==> config.mk <==
export PLATFORM = sky130hd
export DESIGN_NAME = sbq_lane
export DESIGN_NICKNAME = d
export VERILOG_FILES = /design/src/rtl/core/sbq_pkg.sv /design/src/rtl/core/sbq_lane.sv
export VERILOG_INCLUDE_DIRS = /design/src /design/src/rtl/core
export SDC_FILE = /design/constraint.sdc
export NUM_CORES = 2
export LEC_CHECK = 0
export BUFFER_PORTS_ARGS = -buffer_cell sky130_fd_sc_hd__buf_2
export CAP_MARGIN = 15
export CORE_ASPECT_RATIO = 0.5
export CORE_UTILIZATION = 35
export CTS_BUF_LIST = sky130_fd_sc_hd__clkbuf_2
export DETAILED_ROUTE_END_ITERATION = 16
export PLACE_DENSITY_LB_ADDON = 0.1
export SYNTH_ARGS = -nofsm -noshare
export SYNTH_HDL_FRONTEND = slang
export SYNTH_SLANG_ARGS = --single-unit
==> constraint.sdc <==
create_clock -name clk -period 15.5 [get_ports clk]
set_clock_uncertainty 0.2 [all_clocks]
set_input_delay 2.325 -clock clk [delete_from_list [all_inputs] [get_ports clk]]
set_output_delay 2.325 -clock clk [all_outputs]
set_load 0.1 [all_outputs]
==> src/rtl/core/stereo_biquad_cascade_eq_assert.svh <==
// Assertion macros shared by the equalizer modules.
// Depends on nothing; included by the lane and merge modules.
`ifndef STEREO_BIQUAD_CASCADE_EQ_ASSERT_SVH
`define STEREO_BIQUAD_CASCADE_EQ_ASSERT_SVH

// Same-cycle implication, disabled during reset.
`define SBQ_ASSERT_IMPLY(name, ck, rn, ante, cons, msg) \
    name: assert property (@(posedge ck) disable iff (!rn) (ante) |-> (cons)) \
        else $error(msg);

// Next-cycle implication, disabled during reset.
`define SBQ_ASSERT_NEXT(name, ck, rn, ante, cons, msg) \
    name: assert property (@(posedge ck) disable iff (!rn) (ante) |=> (cons)) \
        else $error(msg);

`endif

==> src/rtl/core/sbq_pkg.sv <==
// Shared types and constants for the stereo biquad cascade equalizer.
// Depends on nothing; used by every module of the block.
package sbq_pkg;

    localparam int NUM_BANDS_DEF      = 3;
    localparam int SAMPLE_BITS_DEF    = 24;
    localparam int COEF_FRAC_BITS_DEF = 24;

    localparam int COEF_W     = 32;
    localparam int DELAY_W    = 48;
    localparam int NUM_COEFS  = 5;
    localparam int SEL_W      = 3;
    localparam int BAND_IDX_W = 3;
    localparam int CFG_W      = 3;

    localparam logic [CFG_W-1:0] CFG_RESET = 3'b001;

    localparam logic OP_PROCESS = 1'b0;
    localparam logic OP_WRITE   = 1'b1;

    localparam logic [SEL_W-1:0] SEL_B0 = 3'd0;
    localparam logic [SEL_W-1:0] SEL_B1 = 3'd1;
    localparam logic [SEL_W-1:0] SEL_B2 = 3'd2;
    localparam logic [SEL_W-1:0] SEL_A1 = 3'd3;
    localparam logic [SEL_W-1:0] SEL_A2 = 3'd4;

    typedef struct packed {
        logic                     we;
        logic [BAND_IDX_W-1:0]    band;
        logic [SEL_W-1:0]         sel;
        logic signed [COEF_W-1:0] value;
    } coef_wr_t;

endpackage

==> src/rtl/core/sbq_lane.sv <==
// One channel lane: coefficient memory, band delays and a shared multiplier
// stepping through the biquad cascade. Depends on sbq_pkg and the assert header.
`include "stereo_biquad_cascade_eq_assert.svh"

module sbq_lane #(
    parameter int NUM_BANDS      = sbq_pkg::NUM_BANDS_DEF,
    parameter int SAMPLE_BITS    = sbq_pkg::SAMPLE_BITS_DEF,
    parameter int COEF_FRAC_BITS = sbq_pkg::COEF_FRAC_BITS_DEF
) (
    input  logic                          clk,
    input  logic                          rst_n,
    input  logic                          start,
    input  logic signed [SAMPLE_BITS-1:0] x_in,
    input  logic [NUM_BANDS-1:0]          band_en,
    input  sbq_pkg::coef_wr_t             wr,
    input  logic                          ack,
    output logic                          idle,
    output logic                          done,
    output logic signed [SAMPLE_BITS-1:0] y_out
);

    localparam int BAND_W      = (NUM_BANDS > 1) ? $clog2(NUM_BANDS) : 1;
    localparam int COEF_DEPTH  = NUM_BANDS * sbq_pkg::NUM_COEFS;
    localparam int AW          = $clog2(COEF_DEPTH);
    localparam int ADDR_FULL_W = sbq_pkg::BAND_IDX_W + sbq_pkg::SEL_W;
    localparam int COEF_W      = sbq_pkg::COEF_W;
    localparam int DELAY_W     = sbq_pkg::DELAY_W;
    localparam int PROD_W      = COEF_W + SAMPLE_BITS;
    localparam int ACC_W       = PROD_W + 2;

    localparam logic signed [ACC_W-1:0] Y_MAX =
        {{(ACC_W-SAMPLE_BITS+1){1'b0}}, {(SAMPLE_BITS-1){1'b1}}};
    localparam logic signed [ACC_W-1:0] Y_MIN =
        {{(ACC_W-SAMPLE_BITS+1){1'b1}}, {(SAMPLE_BITS-1){1'b0}}};
    localparam logic signed [ACC_W-1:0] D_MAX =
        {{(ACC_W-DELAY_W+1){1'b0}}, {(DELAY_W-1){1'b1}}};
    localparam logic signed [ACC_W-1:0] D_MIN =
        {{(ACC_W-DELAY_W+1){1'b1}}, {(DELAY_W-1){1'b0}}};
    localparam logic signed [ACC_W-1:0] HALF =
        {{(ACC_W-1){1'b0}}, 1'b1} << (COEF_FRAC_BITS - 1);
    localparam logic signed [COEF_W-1:0] COEF_ONE =
        {{(COEF_W-1){1'b0}}, 1'b1} << COEF_FRAC_BITS;

    typedef enum logic [3:0] {
        L_IDLE,
        L_FETCH,
        L_S0,
        L_S1,
        L_S2,
        L_S3,
        L_S4,
        L_S5,
        L_DONE
    } lane_state_t;

    function automatic logic [AW-1:0] coef_addr(
        input logic [sbq_pkg::BAND_IDX_W-1:0] band,
        input logic [sbq_pkg::SEL_W-1:0]      sel
    );
        logic [ADDR_FULL_W-1:0] full;
        full = ADDR_FULL_W'(band) * ADDR_FULL_W'(sbq_pkg::NUM_COEFS) + ADDR_FULL_W'(sel);
        return full[AW-1:0];
    endfunction

    lane_state_t                state_reg;
    logic [BAND_W-1:0]          band_reg;
    logic signed [SAMPLE_BITS-1:0] x_reg;
    logic signed [SAMPLE_BITS-1:0] y_reg;
    logic signed [PROD_W-1:0]   prod_reg;
    logic signed [ACC_W-1:0]    acc_reg;
    logic signed [DELAY_W-1:0]  z1_reg [NUM_BANDS];
    logic signed [DELAY_W-1:0]  z2_reg [NUM_BANDS];

    logic signed [COEF_W-1:0]   coef_mem [COEF_DEPTH];
    logic [COEF_DEPTH-1:0]      valid_reg;
    logic signed [COEF_W-1:0]   rd_data_reg;
    logic                       rd_valid_reg;
    logic                       rd_b0_reg;

    logic [sbq_pkg::SEL_W-1:0]  rd_sel;
    logic [AW-1:0]              rd_addr;
    logic [AW-1:0]              wr_addr;
    logic signed [COEF_W-1:0]   coef;
    logic signed [SAMPLE_BITS-1:0] mul_b;
    logic signed [PROD_W-1:0]   prod_next;
    logic signed [ACC_W-1:0]    y_sum;
    logic signed [ACC_W-1:0]    y_shift;
    logic signed [SAMPLE_BITS-1:0] y_next;
    logic signed [ACC_W-1:0]    d_diff;
    logic signed [DELAY_W-1:0]  d_next;
    logic signed [ACC_W-1:0]    acc_s2;
    logic                       last_band;

    always_comb
    begin
        case (state_reg)
            L_FETCH: rd_sel = sbq_pkg::SEL_B0;
            L_S0:    rd_sel = sbq_pkg::SEL_B1;
            L_S1:    rd_sel = sbq_pkg::SEL_A1;
            L_S2:    rd_sel = sbq_pkg::SEL_B2;
            L_S3:    rd_sel = sbq_pkg::SEL_A2;
            default: rd_sel = sbq_pkg::SEL_B0;
        endcase
    end

    assign rd_addr   = coef_addr(sbq_pkg::BAND_IDX_W'(band_reg), rd_sel);
    assign wr_addr   = coef_addr(wr.band, wr.sel);
    assign coef      = rd_valid_reg ? rd_data_reg : (rd_b0_reg ? COEF_ONE : '0);
    assign mul_b     = (state_reg == L_S2 || state_reg == L_S4) ? y_reg : x_reg;
    assign prod_next = coef * mul_b;
    assign last_band = (band_reg == BAND_W'(NUM_BANDS - 1));

    assign y_sum   = ACC_W'(prod_reg) + ACC_W'(z1_reg[band_reg]) + HALF;
    assign y_shift = y_sum >>> COEF_FRAC_BITS;
    assign d_diff  = acc_reg - ACC_W'(prod_reg);
    assign acc_s2  = ACC_W'(prod_reg) + ACC_W'(z2_reg[band_reg]);

    always_comb
    begin
        if (y_shift > Y_MAX)
            y_next = Y_MAX[SAMPLE_BITS-1:0];
        else if (y_shift < Y_MIN)
            y_next = Y_MIN[SAMPLE_BITS-1:0];
        else
            y_next = y_shift[SAMPLE_BITS-1:0];

        if (d_diff > D_MAX)
            d_next = D_MAX[DELAY_W-1:0];
        else if (d_diff < D_MIN)
            d_next = D_MIN[DELAY_W-1:0];
        else
            d_next = d_diff[DELAY_W-1:0];
    end

    always_ff @(posedge clk)
    begin
        if (wr.we)
            coef_mem[wr_addr] <= wr.value;
        rd_data_reg <= coef_mem[rd_addr];
        rd_b0_reg   <= (rd_sel == sbq_pkg::SEL_B0);
    end

    always_ff @(posedge clk or negedge rst_n)
    begin
        if (!rst_n)
        begin
            valid_reg    <= '0;
            rd_valid_reg <= 1'b0;
        end
        else
        begin
            if (wr.we)
                valid_reg[wr_addr] <= 1'b1;
            rd_valid_reg <= valid_reg[rd_addr];
        end
    end

    always_ff @(posedge clk or negedge rst_n)
    begin
        if (!rst_n)
        begin
            state_reg <= L_IDLE;
            band_reg  <= '0;
            x_reg     <= '0;
            y_reg     <= '0;
            prod_reg  <= '0;
            acc_reg   <= '0;
            for (int i = 0; i < NUM_BANDS; i++)
            begin
                z1_reg[i] <= '0;
                z2_reg[i] <= '0;
            end
        end
        else
        begin
            prod_reg <= prod_next;
            case (state_reg)
                L_IDLE:
                begin
                    if (start)
                    begin
                        x_reg     <= x_in;
                        band_reg  <= '0;
                        state_reg <= L_FETCH;
                    end
                end
                L_FETCH:
                begin
                    if (band_en[band_reg])
                        state_reg <= L_S0;
                    else if (last_band)
                        state_reg <= L_DONE;
                    else
                        band_reg <= band_reg + BAND_W'(1);
                end
                L_S0:
                begin
                    state_reg <= L_S1;
                end
                L_S1:
                begin
                    y_reg     <= y_next;
                    state_reg <= L_S2;
                end
                L_S2:
                begin
                    acc_reg   <= acc_s2;
                    state_reg <= L_S3;
                end
                L_S3:
                begin
                    z1_reg[band_reg] <= d_next;
                    state_reg        <= L_S4;
                end
                L_S4:
                begin
                    acc_reg   <= ACC_W'(prod_reg);
                    state_reg <= L_S5;
                end
                L_S5:
                begin
                    z2_reg[band_reg] <= d_next;
                    x_reg            <= y_reg;
                    if (last_band)
                        state_reg <= L_DONE;
                    else
                    begin
                        band_reg  <= band_reg + BAND_W'(1);
                        state_reg <= L_FETCH;
                    end
                end
                L_DONE:
                begin
                    if (ack)
                        state_reg <= L_IDLE;
                end
                default:
                begin
                    state_reg <= L_IDLE;
                end
            endcase
        end
    end

    assign idle  = (state_reg == L_IDLE);
    assign done  = (state_reg == L_DONE);
    assign y_out = x_reg;

    `SBQ_ASSERT_IMPLY(a_start_idle, clk, rst_n, start, state_reg == L_IDLE,
        "sample request reached a busy lane")
    `SBQ_ASSERT_IMPLY(a_write_idle, clk, rst_n, wr.we, state_reg == L_IDLE,
        "coefficient write while lane busy")
    `SBQ_ASSERT_NEXT(a_band_end, clk, rst_n, state_reg == L_S5,
        state_reg == L_FETCH || state_reg == L_DONE, "band step did not advance")

endmodule

# Yosys cells after proc, flatten, opt, wreduce, memory -nomap -nowiden
# Memory sizes are Yosys's and may differ from the RTL's. A register that Yosys moved wholly into a read port is not among the register bits.
# Index checks and enable logic that the tools add are counted.
# totals
regBits	473
mem_bits_rw	480
input_bits	70
output_inout_bits	26
wordCells	101
n_memories	1
# classes
addsub	7
multipliers	3
order_cmp	10
eq_ne	13
mux	39
bitwise	2
reduce_logical	11
# mem_list
name	depth	width	rd	rd_clocked_by_memory_dff	wr	line_no	rtl
coef_mem	15	32	1	1	1	sbq_lane.sv:74	logic signed [COEF_W-1:0] coef_mem [COEF_DEPTH];
# op_table
cell	n
two-way mux 48 bit	7
bitwise mux 144 bit	2
binary-select mux 48 bit (select 2 bit)	2
case mux 58 bit (2 select lines)	1
adder 56 x 48 -> 57 bit	2
demux 48 bit (select 2 bit)	1
two-way mux 24 bit	4
adder 57 x 25 -> 58 bit, second input constant	1
greater-than comparator 58 x 48 -> 1 bit, second input constant	1
< comparator 58 x 48 -> 1 bit, second input constant	1
subtractor 58 x 56 -> 58 bit	1
multiplier 32 x 24 -> 56 bit	1
case mux 24 bit (2 select lines)	1
case mux 4 bit (9 select lines)	1
greater-than comparator 34 x 24 -> 1 bit, second input constant	1
< comparator 34 x 24 -> 1 bit, second input constant	1
two-way mux 32 bit	1
two-way mux 25 bit	1
two-way mux 4 bit	5
equality test 4 x 3 -> 1 bit, second input constant	4
OR 15 bit	1
case mux 3 bit (4 select lines)	1
< comparator 4 x 5 -> 1 bit, second input constant	2
adder 4 x 3 -> 4 bit	2
other kinds (28)	40

# Longest topological paths before layout
# logic_depth
word_depth	9
mapped_depth	38

# Worst setup path before layout
# No wires, ideal clock.
# synth_path
path_kind	reg2reg
from	reg state_reg[0]
to	reg prod_reg[54]
setup_time_ns	0.069
arrival_ns	8.819
slack_ns	6.412
stages_incl_launch_ff	34
path_buffers	5
path_cell_list	dfrtp_1 clkbuf_1 nor2_1 and2_1 clkbuf_1 clkbuf_1 clkbuf_1 nand2_1 nand2_1 clkbuf_1 nand2_1 fa_1 fa_1 inv_1 fa_1 fa_1 fa_1 fa_1 inv_1 fa_1 inv_1 ha_1 and3_1 nand3_1 nor4_1 a22oi_1 o221ai_1 a31oi_1 o21a_1 a21oi_1 a21o_1 a221oi_1 or4b_2 nand3_1
# synth_between
elab_chain_len	4
elab_cells_between_ends	5
cone_classes	mul (1); eq/ne (2); mux (1); reduce/logical (1)
# synth_lines
element	line_no	rtl
start, declared	sbq_lane.sv:65	lane_state_t state_reg;
start signal, assigned	sbq_lane.sv:162	state_reg <= L_IDLE;
start signal, assigned	sbq_lane.sv:184	state_reg <= L_FETCH;
start signal, assigned	sbq_lane.sv:190	state_reg <= L_S0;
equality test 4 x 3 -> 1 bit	sbq_lane.sv:109	assign mul_b = (state_reg == L_S2 || state_reg == L_S4) ? y_reg : x_reg;
logical OR 1 bit (*)	sbq_lane.sv:109	
two-way mux 24 bit (*)	sbq_lane.sv:109	
multiplier 32 x 24 -> 56 bit (*)	sbq_lane.sv:110	assign prod_next = coef * mul_b;
net prod_next[54]	sbq_lane.sv:85	logic signed [PROD_W-1:0] prod_next;
end signal, assigned	sbq_lane.sv:176	prod_reg <= prod_next;
end, declared	sbq_lane.sv:69	logic signed [PROD_W-1:0] prod_reg;
# The timed path passes the listed nets; every way through them passes the cells marked *.
# A chain may end at the register's enable or synchronous reset.

# Worst setup path after layout
# layout_path
from	reg state_reg[0]
to	reg prod_reg[55]
# Same word-level chain as after synthesis.

==> metrics.md <==
| Metric | Value |
|---|---|
| Total GRT Usage | `0.229` |
| Multiplexer area fraction after synthesis | `0.0656` |
| First-pass GRT wire length | `366 mm` |
| Slew Viols, Final | `0` |
| # rows | `119` |
| Largest family of logic cells by synthesized area | `adder cells` |
| Initial core utilization | `0.354` |
| Worst skew pair latency | `approximately 1.6 ns` |
| WL/cell | `23.8 um` |
| CTS tree | `built` |
| Async set-reset flop share out of synthesis | `0.479` |
| Synth Area in XOR/XNOR | `0.0223` |
| DRC Markers | `0` |
| Post-synthesis compound-gate area fraction | `0.0993` |
| Area grow syn2layout | `8.09%` |
| Hold crit path type | `flip-flop to flip-flop` |
| Die Area | `216000 um^2` |
| Core ar. | `212000 um^2` |
| DP HPWL | `approximately 170 mm` |
| Adder-cell share of the synthesized area | `0.275` |
| Nets | `~8.6k` |
| YS warnings | `0` |
| Post-Route WL | `248 mm` |
| Area of the mapped netlist | `74900 um^2` |
| Post-CTS Resized | `0` |
| Vias | `53.4k` |
| Die X | `656 um` |
| Synth cell types | `just over 80` |
| Crit end category | `flip-flop` |
| Fmax | `0.0935 GHz` |
| Synth Flop Type | `edfxtp_1` |
| Most common cell after layout, fill and taps aside | `nand2_1` |
| DR vias/cell | `5.12` |
| IO buf count | `95` |
| Synth Area in Simple Gates | `0.116` |
| Top post-synthesis cells by area | `fa_1, edfxtp_1, dfrtp_1` |
| Dpl cells | `between 10k and 15k` |
| Worst Tran Pin Value | `1.23 ns` |
| Post-synth EDFFs | `480` |
| Syn Inst Count | `7309` |
| Synth area leader | `fa_1` |
| Final setup fails | `0` |
| Routed Antenna Nets | `0` |
| Final hold viol count | `0` |
| GRT overflow | `0` |
| RSZ-0062 raised after global routing | `no` |
| Slowest stage delay, CP | `1.00 ns` |
| Post-layout min period | `10.70 ns` |
| Layout cells sized above 1 | `0.106` |
| Clk sinks | `about 1000` |
| Sequential-to-total area share from yosys stat | `0.359` |
| Die Span Y | `329 um` |
| Number of global-route vias before repair | `54.8k` |
| Critical Path Fanout Max | `36` |
| Commonest cells after routing, fill and taps aside | `nand2_1, inv_1, nor2_1` |
| Max FFs per register | `480` |
| Root Buffer | `clkbuf_2` |
| RD Place Congestion | `0.900` |
| Htree depth | `4` |
| Initial antenna violation count | `18` |
| I/O pin cnt | `96` |
| Design area | `80900 um^2` |
| Crit path DAT | `11.93 ns` |
| Worst-case clock buffer depth | `4` |
| Pre-antenna DRT Iters | `5` |
| Post-DP Area | `roughly 79000 um^2` |
| Synthesized Nets | `8551` |
| Post-CTS Repair Setup Buffers | `0` |
| Status | `completed` |
| Largest net degree at the start of global routing | `roughly 160` |
| Final period utilization | `0.690` |
| CP Launch Type | `flip-flop` |
| Hold buffer count at CTS | `0` |
| Initial DRC Count | `3860` |
| Clock transition at path regs | `around 0.11 ns` |
| Register bit total from synthesis | `a little under 1k` |
| Sum Neg Setup Slack | `0 ns` |
| Post-Syn Area per Cell | `~10 um^2` |
| Setup CP Type | `flip-flop to flip-flop` |
| Total CTS buffers | `244` |
| Fin cells | `10.4k` |
| Slowest CP cell | `mux2i_4` |
| Post-synth top area share | `0.210` |
| Worst Path Required | `roughly 17 ns` |
| Max Cap Violations | `0` |
| Slew margin rel. | `0.168` |
| Most frequent cell on the critical path | `fa_1` |
==> critical path, delay by kind of cell (launching register included) <==
| kind | cells | cell delay, ns |
|---|---|---|
| fa+ha+maj | 8 | 3.85 |
| compound gates | 7 | 2.07 |
| buf+inv | 5 | 0.83 |
| mux | 1 | 1.00 |
| xor+xnor | 1 | 0.13 |
| flops | 1 | 0.49 |
| simple gates | 7 | 1.95 |
==> cells in the mapped netlist (28+ instances only) <==
cell type	count
nand2_1	905
inv_1	898
nor2_1	857
fa_1	787
a21oi_1	537
edfxtp_1	480
dfrtp_1	471
ha_1	385
o21ai_0	374
clkbuf_1	285
mux2i_1	187
mux4_2	132
a21o_1	128
xnor2_1	125
xor2_1	66
nand3_1	61
and2_1	42
nand4_1	41
nor3_1	36
o21bai_1	36
dfxtp_1	33
nand2b_1	32
o21a_1	32
buf_1	31
buf_2	28
==> final timing paths <==
path | from | end | slack (ns) | cells past startpoint
max reg2reg | state_reg[0] | prod_reg[55] | 4.80 | 29
min reg2reg | valid_reg[1] | valid_reg[1] | 0.27 | 1
max in group asynchronous | rst_n | valid_reg[1] | 11.47 | 4
max | state_reg[0] | prod_reg[55] | 4.80 | 29
min in group asynchronous | rst_n | z2_reg[43] | 0.50 | 1
min | valid_reg[1] | valid_reg[1] | 0.27 | 1
==> per-stage QoR <==
step / hold slack, ns / util / setup WS, ns
after floorplan: 0.234 / - / 6.41
after global placement: 0.249 / 0.372 / 4.88
after detailed placement: 0.248 / 0.372 / 4.76
after CTS: 0.279 / 0.383 / 4.78
after global routing: 0.293 / 0.383 / 4.31
final: 0.275 / 0.383 / 4.80
==> layout make-up <==
cell class              count  area [um^2]
fillers                 21200       131000
flip-flops and latches    984        26900
repair buffers            199         1290
diodes                      4         10.0
clock inverters            68          429
multi-input cells        5079        43700
clock buffers             347         1740
inverters                 899         3370
well taps                2843         3560
==> cell families (layout without fill, tap and decap cells) <==
kind of cell / count (synthesis) / after routing
other cells: 0 / 4
xor+xnor: 191 / 191
mux: 325 / 325
buf+inv: 1246 / 1513
compound gates: 1285 / 1285
flops: 984 / 984
simple gates: 2106 / 2106
fa+ha+maj: 1172 / 1172
==> routing by layer <==
layer	wire length [um]	vias to the layer above	GRT usage
met5	168	-	0.00213
met4	5990	18	0.0567
met3	17800	343	0.0570
met2	108000	1526	0.351
met1	116000	27000	0.326
li1	-	24500	-
Power is left out: the tool's default activity adds up to more than one toggle a clock period on the data nets, which glitch-free logic cannot reach.
