**src/rtl/core/stereo_biquad_cascade_eq_assert.svh**
```systemverilog
// Assertion macros shared by the equalizer modules.
// Depends on nothing; included by the lane and merge modules.
`ifndef STEREO_BIQUAD_CASCADE_EQ_ASSERT_SVH
`define STEREO_BIQUAD_CASCADE_EQ_ASSERT_SVH

// Same-cycle implication, disabled during reset.
`define SBQ_ASSERT_IMPLY(name, ck, rn, ante, cons, msg) \
    name: assert property (@(posedge ck) disable iff (!rn) (ante) |-> (cons)) \
        else $error(msg);

// Next-cycle implication, disabled during reset.
`define SBQ_ASSERT_NEXT(name, ck, rn, ante, cons, msg) \
    name: assert property (@(posedge ck) disable iff (!rn) (ante) |=> (cons)) \
        else $error(msg);

`endif

```
**src/rtl/core/sbq_pkg.sv**
```systemverilog
// Shared types and constants for the stereo biquad cascade equalizer.
// Depends on nothing; used by every module of the block.
package sbq_pkg;

    localparam int NUM_BANDS_DEF      = 3;
    localparam int SAMPLE_BITS_DEF    = 24;
    localparam int COEF_FRAC_BITS_DEF = 24;

    localparam int COEF_W     = 32;
    localparam int DELAY_W    = 48;
    localparam int NUM_COEFS  = 5;
    localparam int SEL_W      = 3;
    localparam int BAND_IDX_W = 3;
    localparam int CFG_W      = 3;

    localparam logic [CFG_W-1:0] CFG_RESET = 3'b001;

    localparam logic OP_PROCESS = 1'b0;
    localparam logic OP_WRITE   = 1'b1;

    localparam logic [SEL_W-1:0] SEL_B0 = 3'd0;
    localparam logic [SEL_W-1:0] SEL_B1 = 3'd1;
    localparam logic [SEL_W-1:0] SEL_B2 = 3'd2;
    localparam logic [SEL_W-1:0] SEL_A1 = 3'd3;
    localparam logic [SEL_W-1:0] SEL_A2 = 3'd4;

    typedef struct packed {
        logic                     we;
        logic [BAND_IDX_W-1:0]    band;
        logic [SEL_W-1:0]         sel;
        logic signed [COEF_W-1:0] value;
    } coef_wr_t;

endpackage

```
**src/rtl/core/sbq_merge.sv**
```systemverilog
// Merge stage: joins the two lane results into one output pair and holds it
// for the downstream side. Depends on sbq_pkg and the assert header.
`include "stereo_biquad_cascade_eq_assert.svh"

module sbq_merge #(
    parameter int SAMPLE_BITS = sbq_pkg::SAMPLE_BITS_DEF
) (
    input  logic                          clk,
    input  logic                          rst_n,
    input  logic                          l_done,
    input  logic                          r_done,
    input  logic signed [SAMPLE_BITS-1:0] l_y,
    input  logic signed [SAMPLE_BITS-1:0] r_y,
    output logic                          ack,
    output logic                          m_tvalid,
    input  logic                          m_tready,
    // left_out, right_out
    output logic [((2*SAMPLE_BITS+7)/8)*8-1:0] m_tdata
);

    localparam int OUT_W = ((2 * SAMPLE_BITS + 7) / 8) * 8;

    logic                   out_valid_reg;
    logic [SAMPLE_BITS-1:0] left_reg;
    logic [SAMPLE_BITS-1:0] right_reg;

    assign ack = l_done && r_done && (!out_valid_reg || m_tready);

    always_ff @(posedge clk or negedge rst_n)
    begin
        if (!rst_n)
        begin
            out_valid_reg <= 1'b0;
            left_reg      <= '0;
            right_reg     <= '0;
        end
        else
        begin
            if (ack)
            begin
                out_valid_reg <= 1'b1;
                left_reg      <= l_y;
                right_reg     <= r_y;
            end
            else if (m_tready)
                out_valid_reg <= 1'b0;
        end
    end

    assign m_tvalid = out_valid_reg;
    assign m_tdata  = OUT_W'({right_reg, left_reg});

    `SBQ_ASSERT_IMPLY(a_ack_both, clk, rst_n, ack, l_done && r_done,
        "merge took a lane result early")
    `SBQ_ASSERT_IMPLY(a_lockstep, clk, rst_n, l_done || r_done, l_done && r_done,
        "lanes finished out of step")
    `SBQ_ASSERT_NEXT(a_ack_loads, clk, rst_n, ack, out_valid_reg,
        "merged pair not presented")

endmodule

```
**config.mk**
```make
export PLATFORM = sky130hd
export DESIGN_NAME = sbq_merge
export DESIGN_NICKNAME = d
export VERILOG_FILES = /design/src/rtl/core/sbq_pkg.sv /design/src/rtl/core/sbq_merge.sv
export VERILOG_INCLUDE_DIRS = /design/src /design/src/rtl/core
export SDC_FILE = /design/constraint.sdc
export NUM_CORES = 1
export LEC_CHECK = 0
export BUFFER_PORTS_ARGS = -buffer_cell sky130_fd_sc_hd__buf_2
export CAP_MARGIN = 5
export CORE_MARGIN = 3
export CORE_UTILIZATION = 44
export CTS_CLUSTER_SIZE = 10
export DETAILED_ROUTE_END_ITERATION = 8
export PLACE_DENSITY = 0.77
export SLEW_MARGIN = 25
export SYNTH_ARGS = -nofsm -noshare
export SYNTH_HDL_FRONTEND = slang
export SYNTH_SLANG_ARGS = --single-unit
```
**constraint.sdc**
```tcl
create_clock -name clk -period 1.6 [get_ports clk]
set_input_delay 0.16 -clock clk [delete_from_list [all_inputs] [get_ports clk]]
set_output_delay 0.16 -clock clk [all_outputs]
set_load 0.01 [all_outputs]
```
# --- Word level (Yosys, flattened, before mapping) ---
# Index checks and enable logic that the tools add are counted.
totals:
  regBits: 49
  elab_cells: 10
  input_bits: 53
  out_inout_bits: 50
op_classes:
  n_reduce_logical: 5
  mux: 2
ops:
  columns: ["operator", "count"]
  rows:
  - ["1-bit logical AND", 2]
  - ["1-bit 2-to-1 mux", 2]
  - ["2-bit nonzero test", 1]
  - ["1-bit logical NOT", 1]
  - ["1-bit logical OR", 1]

# --- Longest topological paths before layout ---
# Gate-level depths: netlist of the first run.
logic_depth:
  word_depth: 4
  ltp_mapped: 5
  mapped_depth_nobuf: 3

# --- Least setup slack after synthesis of the first run ---
# No wires, ideal clock.
synth_path:
  kind: "register -> register"
  startpoint: "register out_valid_reg, in the netlist m_tvalid"
  endpoint: "register left_reg[10]"
  n_path_buf: 2
  stages_incl_launch_ff: 5
  setup_time_ns: 0.125
  required_ns: 1.475
  arrival_time_ns: 1.220
  slack_ns: 0.255
  period_less_slack_ns: 1.345
  cell_sequence: "dfrtp_1 a21oi_4 buf_6 buf_12 mux2_4"
synth_via:
  elab_chain_cells: 3
synth_rtl:
  columns: ["element", "line", "source"]
  rows:
  - ["start, declared", "sbq_merge.sv:23", "logic out_valid_reg;"]
  - ["start signal, assigned", "sbq_merge.sv:33", "out_valid_reg <= 1'b0;"]
  - ["start signal, assigned", "sbq_merge.sv:41", "out_valid_reg <= 1'b1;"]
  - ["start signal, assigned", "sbq_merge.sv:46", "out_valid_reg <= 1'b0;"]
  - ["1-bit logical NOT", "sbq_merge.sv:27", "assign ack = l_done && r_done && (!out_valid_reg || m_tready);"]
  - ["1-bit logical OR", "sbq_merge.sv:27", null]
  - ["1-bit logical AND", "sbq_merge.sv:27", null]
  - ["net ack", "sbq_merge.sv:14", "output logic ack,"]
  - ["end signal, assigned", "sbq_merge.sv:42", "left_reg <= l_y;"]
  - ["end, declared", "sbq_merge.sv:24", "logic [SAMPLE_BITS-1:0] left_reg;"]
# The timed path passes the listed nets, and every way through them passes these cells.
# A chain may end at the register's enable or synchronous reset.

# --- Final worst setup path of the first run ---
layout_path:
  startpoint: "register out_valid_reg, in the netlist m_tvalid"
  endpoint: "output ack"
layout_via:
  elab_chain_cells: 3
layout_rtl:
  columns: ["element", "line"]
  rows:
  - ["1-bit logical NOT", "sbq_merge.sv:27"]
  - ["1-bit logical OR", "sbq_merge.sv:27"]
  - ["1-bit logical AND", "sbq_merge.sv:27"]
  - ["end, declared", "sbq_merge.sv:14"]
# No other way between the ends.

==> results of run 1 <==
## repair_timing
item | 4_1_cts | 5_1_grt
buffers inserted | 0 | 0
hold buffers | 1 | 0
endpoints found under the hold margin | 20 | 0
## power groups by stage
stage | Clock, W | Combinational (W) | Sequential [W]
global placement | 0 | 0.000742 | 0.00159
floorplan | 0 | 0.000282 | 0.00171
finish | 0.000697 | 0.000747 | 0.00157
CTS | 0.000729 | 0.000765 | 0.00157
global route | 0.000773 | 0.000809 | 0.00160
detailed placement | 0 | 0.000762 | 0.00160
## layout make-up
class	instances	area, sq um
clock buffers	7	86.33
fillers	319	1508
inverters	2	7.507
multi-input cells	51	599.3
flip-flops and latches	49	1226
well taps	50	62.56
repair buffers	106	568.0
## worst max-delay path by stage
stage                     startpoint           end  cells past startpoint
after global routing        m_tvalid           ack                      3
after CTS                   m_tvalid           ack                      3
after detailed placement    m_tvalid  right_reg[6]                      3
after global placement      m_tvalid   left_reg[2]                      3
after floorplan             m_tvalid  left_reg[10]                      4
final                       m_tvalid           ack                      3
## synth_stat cells
cell type	number
buf_6	1
inv_1	2
buf_4	3
a21oi_4	1
buf_12	1
mux2_2	39
nand2_1	1
o21ai_0	1
mux2_4	9
dfrtp_1	49
## cell families after synthesis
family | after synthesis | share of synthesized area [%]
AND/OR/NAND/NOR | 1 | 0.1987
AO/OA/AOI/OAI | 2 | 1.127
flip-flops | 49 | 64.99
multiplexers | 48 | 30.44
buffers and inverters | 7 | 3.249
## metrics by stage
stage	hold slack, ns	instance area, sq um	setup slack [ns]
2_1_floorplan	-0.1356	1887	0.2550
3_3_place_gp	0.1494	2454	0.2900
3_5_place_dp	0.1561	2454	0.2652
4_1_cts	0.06673	2550	0.1043
5_1_grt	0.07917	2550	0.03904
6_report	0.07705	2550	0.1298
## per-layer routing
metal / share of wire (%) / GRT usage, % / wire length (um)
met1: 36 / 15.13 / 1315
met2: 55 / 28.27 / 2008
met3: 7.5 / 3.927 / 275
met4: 1.4 / 5.010 / 51
met5: 0 / 0 / 0
## layout by cell type, fill, tap and decap left out
cell type,instances
a21oi_4,1
buf_12,2
buf_2,102
buf_4,1
clkbuf_1,1
clkbuf_8,6
dfrtp_1,49
dlygate4sd3_1,1
inv_1,2
mux2_2,39
mux2_4,9
nand2_1,1
o21ai_0,1
==> results.sh, run 1 <==
export IMPL_cellInternalPower_w=0.002224
export IMPL_critical_path_max_fanout=36
export IMPL_design_die_area_sq_um=5110
export IMPL_port_buffers=102
export IMPL_cts_sink_count=49
export IMPL_tritoncts="yes"
export IMPL_wirelength_um=3649
export IMPL_place_hpwl_um=2850
export IMPL_avgViaCountPerCell=4.743
export IMPL_finalCriticalPeriod_ns=1.470
export IMPL_flow_area_growth_from_synthesis_pct=35.15
export IMPL_synth_net_count=160
export IMPL_yosysSeqAreaShare_pct=64.99
export IMPL_worst_pin_slew_ns=0.4927
export IMPL_total_power_w=0.003011
export IMPL_reg2reg_slack_ns=0.26
export IMPL_worst_setup_path_type="flip-flop to output port"
export IMPL_postSynthCellCount=107
export IMPL_power_switching_share_pct=26.15
export IMPL_track_usage_pct=14.70
export IMPL_globalplace_congestion=0.7098
export IMPL_critical_path_reg2reg_startpoint="m_tvalid"
export IMPL_r2r_end="right_reg[12]"
export IMPL_worst_ir_drop_vdd_uv=738.7
export IMPL_power_share_combinational_pct=24.8
export IMPL_postCtsResizedCells=0
export IMPL_die_width_um=71.49
export IMPL_drt_pass1_iter_count=3
export IMPL_r2r_worst_path_cells=3
export IMPL_drt_initial_drc_count=40
export IMPL_io_pins=103
export IMPL_clock_power_share_pct=23.1
export IMPL_grt_overflow=0
export IMPL_hold_wc_path_type="primary input to flip-flop"
export IMPL_numPlacedInstances=257
export IMPL_vias_in_the_first_global_route=1368
export IMPL_finalCoreUtilization_pct=62.84
export IMPL_yosysWarnings=0
export IMPL_antenna_viol_nets_final=0
export IMPL_worst_setup_hold_path_clk_slew_ns=0.08
export IMPL_finalSetupViolCount=0
export IMPL_cts_made_buffers=5
export IMPL_antenna_cells=0
export IMPL_detailroute_via_count=1257
export IMPL_grt_antenna_before_repair=0
export IMPL_share_of_cells_above_drive_strength_1_pct=74.42
export IMPL_die_h_um=71.49
export IMPL_start_util_pct=46.50
export IMPL_min_path_cells=2
export IMPL_final_setup_skew_ns=0.005026
export IMPL_p_leak_nw=1.284
export IMPL_maxcap_violations=0
export IMPL_required_ns=1.44
export IMPL_cell_types_with_the_largest_area_share_after_synthesis="dfrtp_1, mux2_2, mux2_4, buf_4, buf_12"
export IMPL_core_area_sq_um=4058
export IMPL_worstPathBufferInverterCount=2
export IMPL_synthDistinctLibCells=10
export IMPL_min_from="m_tready"
export IMPL_syn_mean_instance_area_sq_um=17.63
export IMPL_seqPwrFrac_pct=52.1
export IMPL_critical_path_top_delay_family="flip-flops"
export IMPL_clock_insertion_delay_worst_skew_ns=0.28
export IMPL_detail_route_wl_per_cell_um=13.77
export IMPL_report_final_hold_viol_count=0
export IMPL_cts_root_to_sink_buffers=2
export IMPL_layoutNonFillerInstCount=265
export IMPL_rows=23
export IMPL_clockRootBuffer="clkbuf_8"
export IMPL_crit_slowest_cell="dfrtp_1"
export IMPL_rsz_0062_raised_after_global_routing="no"
export IMPL_postSynthRegisterBits=49
export IMPL_timing_max_transition_violations_final=0
export IMPL_power_net_switching_w=0.0007875
export IMPL_hold_end="m_tvalid"
export IMPL_crit_path_start_kind="flip-flop"
export IMPL_synth_top_cell_area_share_pct=64.99
export IMPL_largest_net_degree_at_the_start_of_global_routing=37
export IMPL_fin_tns_setup_ns=0
export IMPL_run_status="finished, final reports clean"
export IMPL_detail_route_drc_violations=0
export IMPL_max_slew_margin_rel_pct=67.15
export IMPL_clock_fmax_ghz=0.6802
export IMPL_htreeDepth=2
export IMPL_power_per_cell_area_nw_per_um2=1181
export IMPL_critical_path_arrival_ns=1.31
export IMPL_period_share_pct=91.89
export IMPL_crit_path_cell_trace="a21oi_4, buf_12, buf_2"
export IMPL_grt_pass1_wl_um=5920
export IMPL_synth_area_leader_cell="dfrtp_1"
export IMPL_worst_stage_delay_on_the_critical_path_ns=0.42
export IMPL_post_synth_instance_area_sq_um=1887
export IMPL_end_kind="output port"
export IMPL_finalNetCount=268
(Power assumes the default switching activity.)
==> inputs of run 2 (changes only) <==
Settings changed: CORE_MARGIN 3 to unset.
==> run 2 against run 1 <==
Against the previous run: clock power grew 11%; routed wire length grew 5.5%; power grew 3.0%; first-iteration DRC count grew 2.5%; maximum frequency shrank 0.44%; core utilization grew 0.99 points; count of clock-buffer cells in the layout is the same; cell count grew 0.75%; non-clock buffer count grew 1; cell area grew 1.6%; critical endpoint unchanged; largest cell class unchanged; largest power group unchanged.
==> results.sh, run 2 (same netlist as run 1, synthesis figures left out) <==
export IMPL_clock_power_share_pct=24.9
export IMPL_finalCoreUtilization_pct=63.83
export IMPL_final_common_cell="buf_2"
export IMPL_cts_root_to_sink_buffers=2
export IMPL_power_switching_share_pct=26.60
export IMPL_run_status="finished, final reports clean"
export IMPL_cts_made_buffers=5
export IMPL_avgViaCountPerCell=4.749
export IMPL_critical_path_reg2reg_startpoint="m_tvalid"
export IMPL_share_of_cells_above_drive_strength_1_pct=75.12
export IMPL_port_buffers=102
export IMPL_finalSetupViolCount=0
export IMPL_multiInputGateArea_sq_um=599.3
export IMPL_finalNetCount=269
export IMPL_vias_in_the_first_global_route=1281
export IMPL_die_width_um=67.49
export IMPL_antenna_cells=0
export IMPL_globalplace_congestion=0.6958
export IMPL_grt_overflow=0
export IMPL_flow_area_growth_from_synthesis_pct=37.27
export IMPL_seqPwrFrac_pct=50.7
export IMPL_crit_path_start_kind="flip-flop"
export IMPL_cts_sink_count=49
export IMPL_clockRootBuffer="clkbuf_8"
export IMPL_final_setup_skew_ns=0.005098
export IMPL_critical_path_max_fanout=21
export IMPL_finalCriticalPeriod_ns=1.477
export IMPL_reg2reg_slack_ns=0.22
export IMPL_report_final_hold_viol_count=0
export IMPL_end_kind="output port"
export IMPL_grt_antenna_before_repair=0
export IMPL_maxcap_violations=0
export IMPL_clock_fmax_ghz=0.6772
export IMPL_worst_stage_delay_on_the_critical_path_ns=0.42
export IMPL_tritoncts="yes"
export IMPL_critical_path_top_delay_family="flip-flops"
export IMPL_io_pins=103
export IMPL_worst_setup_path_type="flip-flop to output port"
export IMPL_htreeDepth=2
export IMPL_rsz_0062_raised_after_global_routing="no"
export IMPL_r2r_worst_path_cells=3
export IMPL_fillCellCount=327
export IMPL_antenna_viol_nets_final=0
export IMPL_power_share_combinational_pct=24.4
export IMPL_r2r_end="left_reg[18]"
export IMPL_drt_pass1_iter_count=3
export IMPL_p_leak_nw=1.305
export IMPL_critical_path_arrival_ns=1.32
export IMPL_path_depth=3
export IMPL_track_usage_pct=17.62
export IMPL_rows=23
export IMPL_crit_start="m_tvalid"
export IMPL_crit_slowest_cell="dfrtp_1"
export IMPL_detail_route_drc_violations=0
export IMPL_hold_wc_path_type="primary input to flip-flop"
export IMPL_grt_pass1_wl_um=5775
export IMPL_area_sequential_sq_um=1226
export IMPL_power_per_cell_area_nw_per_um2=1198
export IMPL_place_hpwl_um=2814
export IMPL_core_area_sq_um=4058
export IMPL_largest_net_degree_at_the_start_of_global_routing=42
export IMPL_drt_initial_drc_count=41
export IMPL_cellInternalPower_w=0.002278
export IMPL_clock_insertion_delay_worst_skew_ns=0.29
export IMPL_detail_route_wl_per_cell_um=14.41
export IMPL_worst_pin_slew_ns=0.5048
export IMPL_worstPathBufferInverterCount=2
export IMPL_design_die_area_sq_um=4554
export IMPL_fin_tns_setup_ns=0
export IMPL_max_slew_margin_rel_pct=66.34
export IMPL_crit_path_end="ack"
export IMPL_leading_cell_types_in_the_layout_fill_and_taps_excluded="buf_2, dfrtp_1, mux2_2, mux2_4, clkbuf_8"
export IMPL_timing_max_transition_violations_final=0
export IMPL_detailroute_via_count=1268
export IMPL_power_net_switching_w=0.0008254
export IMPL_required_ns=1.44
export IMPL_start_util_pct=46.50
export IMPL_crit_path_cell_trace="a21oi_4, buf_12, buf_2"
export IMPL_worst_ir_drop_vdd_uv=750.4
export IMPL_die_h_um=67.49
export IMPL_wirelength_um=3848
export IMPL_worst_setup_hold_path_clk_slew_ns=0.08
export IMPL_period_share_pct=92.29
==> run 2: changes by cell type in the layout (fill, tap and decap cells not counted) <==
cell | before | now
clkbuf_8 | 6 | 7
clkbuf_1 | 1 | 0
clkinv_2 | 0 | 1
clkbuf_16 | 0 | 1
==> run 2: layout make-up <==
cell class                      instances  area share, %
Sequential cell                        49          47.34
Multi-Input combinational cell         51          23.14
Timing Repair Buffer                  107          22.90
Clock buffer                            7          3.720
Tap cell                               50          2.415
Inverter                                2         0.2899
Clock inverter                          1         0.1932
==> run 2: power groups by stage <==
stage	sequential, W	clock [W]	combinational (W)
6_report	0.00157	0.000774	0.000757
5_1_grt	0.00160	0.000847	0.000828
4_1_cts	0.00158	0.000806	0.000763
3_5_place_dp	0.00160	0	0.000758
3_3_place_gp	0.00159	0	0.000739
2_1_floorplan	0.00171	0	0.000282
==> run 2: repair_timing <==
| item | CTS | global route |
|---|---|---|
| setup endpoints to repair | 0 | 1 |
| hold buffers | 1 | 0 |
| gates resized for setup | 0 | 0 |
| endpoints found under the hold margin | 21 | 0 |
| setup buffers | 0 | 0 |
==> run 2: worst min path at each step <==
stage / end / start / cells past startpoint / slack (ns)
floorplan: left_reg[0] / rst_n / 0 / -0.14
global placement: left_reg[17] / rst_n / 1 / 0.16
detailed placement: left_reg[17] / rst_n / 1 / 0.16
CTS: m_tvalid / m_tready / 2 / 0.05
global route: m_tvalid / m_tready / 2 / 0.06
finish: m_tvalid / m_tready / 2 / 0.06
==> run 2: through the flow <==
stage | total power (W) | setup WS (ns) | cell area (sq um) | hold slack, ns | instances
finish | 0.003103 | 0.1233 | 2590 | 0.06192 | 267
global placement | 0.002324 | 0.2623 | 2454 | 0.1590 | 257
global route | 0.003281 | 0.06411 | 2590 | 0.05706 | 267
detailed placement | 0.002358 | 0.2232 | 2454 | 0.1592 | 257
CTS | 0.003143 | 0.05109 | 2565 | 0.05392 | 266
floorplan | 0.001991 | 0.2550 | 1887 | -0.1356 | 107
==> run 2: routing by layer <==
layer	GRT usage [%]	part of all wire [%]	vias up
li1	-	-	589
met2	30.94	53	56
met4	9.309	1.6	0
met3	3.547	6.6	6
met5	0	0	-
met1	19.96	38	617
==> inputs of run 3 (changes only) <==
Settings changed: CORE_UTILIZATION 44 to 35, PLACE_DENSITY 0.77 to 0.63.
==> run 3 against run 2 <==
Against the previous run: die area rose by 25%; maximum frequency fell by 0.22%; critical path depth rose by 1; combinational power rose by 1%; register-to-register slack got worse by 0.10 ns; cell area rose by 1.5%; sequential cell count did not move; power fell by 2.3%; non-clock buffer count rose by 4; first-iteration DRC count fell by 37%; via count fell by 0.32%; global-route usage fell by 5.3 points.
==> results.sh, run 3 (same netlist as run 1, synthesis figures left out) <==
export IMPL_run_status="finished, final reports clean"
export IMPL_design_die_area_sq_um=5688
export IMPL_leading_cell_types_in_the_layout_fill_and_taps_excluded="buf_2, dfrtp_1, mux2_2, mux2_4, clkbuf_8"
export IMPL_reg2reg_slack_ns=0.12
export IMPL_placedInstanceArea_sq_um=2479
export IMPL_worst_ir_drop_vdd_uv=502.2
export IMPL_area_sequential_sq_um=1226
export IMPL_final_area_sq_um=2630
export IMPL_core_area_sq_um=5140
export IMPL_port_buffers=102
export IMPL_worst_pin_slew_ns=0.4306
export IMPL_final_common_cell="buf_2"
export IMPL_wirelength_um=3702
export IMPL_io_pins=103
export IMPL_crit_path_cell_trace="a21oi_4, buf_4, clkbuf_16, mux2_2"
export IMPL_start_util_pct=36.71
export IMPL_rows=26
export IMPL_final_setup_skew_ns=0.002770
export IMPL_antenna_cells=0
export IMPL_detailroute_via_count=1264
export IMPL_globalplace_congestion=0.6589
export IMPL_flow_area_growth_from_synthesis_pct=39.39
export IMPL_p_leak_nw=1.316
export IMPL_track_usage_pct=12.36
export IMPL_vias_in_the_first_global_route=1108
export IMPL_period_share_pct=92.50
export IMPL_finalCriticalPeriod_ns=1.480
export IMPL_place_hpwl_um=2657
export IMPL_hold_wc_path_type="primary input to flip-flop"
export IMPL_grt_overflow=0
export IMPL_cts_made_buffers=5
export IMPL_detail_route_wl_per_cell_um=12.77
export IMPL_r2r_end="right_reg[15]"
export IMPL_critical_path_reg2reg_startpoint="m_tvalid"
export IMPL_crit_slowest_cell="dfrtp_1"
export IMPL_grt_antenna_before_repair=0
export IMPL_report_final_hold_viol_count=0
export IMPL_rsz_0062_raised_after_global_routing="no"
export IMPL_fillCellCount=476
export IMPL_maxcap_violations=0
export IMPL_largest_net_degree_at_the_start_of_global_routing=33
export IMPL_numPlacedInstances=277
export IMPL_detail_route_drc_violations=0
export IMPL_hold_end="m_tvalid"
export IMPL_avgViaCountPerCell=4.359
export IMPL_clock_fmax_ghz=0.6757
export IMPL_finalSetupViolCount=0
export IMPL_r2r_worst_path_cells=4
export IMPL_tritoncts="yes"
export IMPL_clockRootBuffer="clkbuf_8"
export IMPL_drt_initial_drc_count=26
export IMPL_worst_setup_hold_path_clk_slew_ns=0.08
export IMPL_critical_path_max_fanout=16
export IMPL_power_per_cell_area_nw_per_um2=1153
export IMPL_layoutNonFillerInstCount=290
export IMPL_required_ns=1.78
export IMPL_htreeDepth=2
export IMPL_layout_setup_ws_ns=0.1200
export IMPL_cts_sink_count=49
export IMPL_drt_pass1_iter_count=4
export IMPL_cts_root_to_sink_buffers=2
export IMPL_clock_insertion_delay_worst_skew_ns=0.29
export IMPL_max_slew_margin_rel_pct=71.29
export IMPL_timing_max_transition_violations_final=0
export IMPL_finalNetCount=273
export IMPL_min_path_cells=2
export IMPL_die_h_um=75.42
export IMPL_grt_pass1_wl_um=5181
export IMPL_antenna_viol_nets_final=0
export IMPL_min_from="m_tready"
export IMPL_postCtsResizedCells=0
export IMPL_die_width_um=75.42
export IMPL_critical_path_arrival_ns=1.66
export IMPL_worst_stage_delay_on_the_critical_path_ns=0.42
export IMPL_fin_tns_setup_ns=0
export IMPL_share_of_cells_above_drive_strength_1_pct=75.00
export IMPL_end_kind="flip-flop"
export IMPL_worst_setup_path_type="flip-flop to flip-flop"
export IMPL_multiInputGateArea_sq_um=599.3
export IMPL_post_placement_setup_slack_ns=0.1832
export IMPL_crit_path_start_kind="flip-flop"
run 3: area by class of cell:
| cell class | count | share of cell area, % |
|---|---|---|
| well taps | 70 | 3.330 |
| repair buffers | 111 | 23.69 |
| flip-flops and latches | 49 | 46.62 |
| clock buffers | 7 | 3.283 |
| inverters | 2 | 0.2854 |
| multi-input cells | 51 | 22.79 |
run 3: through the flow:
step / util [%] / hold slack (ns) / total power [W]
detailed placement: 48.22 / 0.1320 / 0.002351
floorplan: - / -0.1356 / 0.001991
finish: 51.17 / 0.09559 / 0.003032
global placement: 48.22 / 0.1337 / 0.002337
CTS: 50.10 / 0.08129 / 0.003076
global route: 51.17 / 0.08029 / 0.003231
run 3: worst max-delay path by stage:
stage / startpoint / to / slack [ns] / cells past startpoint
after floorplan: m_tvalid / left_reg[10] / 0.25 / 4
after global placement: m_tvalid / left_reg[22] / 0.21 / 3
after detailed placement: m_tvalid / right_reg[9] / 0.18 / 3
after CTS: m_tvalid / ack / 0.02 / 3
after global routing: m_tvalid / ack / 0.05 / 3
final: m_tvalid / right_reg[15] / 0.12 / 4
run 3: metal layers:
metal	wire (um)	track usage [%]	share of wire, %	vias up
met1	1526	15.31	41	607
met3	338	4.762	9.1	4
met4	31	4.938	0.84	0
met2	1806	19.54	49	59
li1	-	-	-	594
met5	0	0	0	-
run 3: critical path, delay by kind of cell, from the launching register on:
kind                   cells  cell delay (ns)
multiplexers               1             0.34
flip-flops                 1             0.42
buffers and inverters      2             0.35
AO/OA/AOI/OAI              1             0.25
run 3: timing repair:
| action | CTS | global route |
|---|---|---|
| hold buffers | 1 | 0 |
| endpoints found under the setup margin | 0 | 1 |
| setup buffers | 0 | 4 |
| hold endpoints to repair | 18 | 0 |
run 3: report_power, final:
part           switching [W]  internal, W  total (W)
clock network       0.000357     0.000343   0.000700
registers           0.000104      0.00146    0.00157
logic               0.000335     0.000430   0.000765
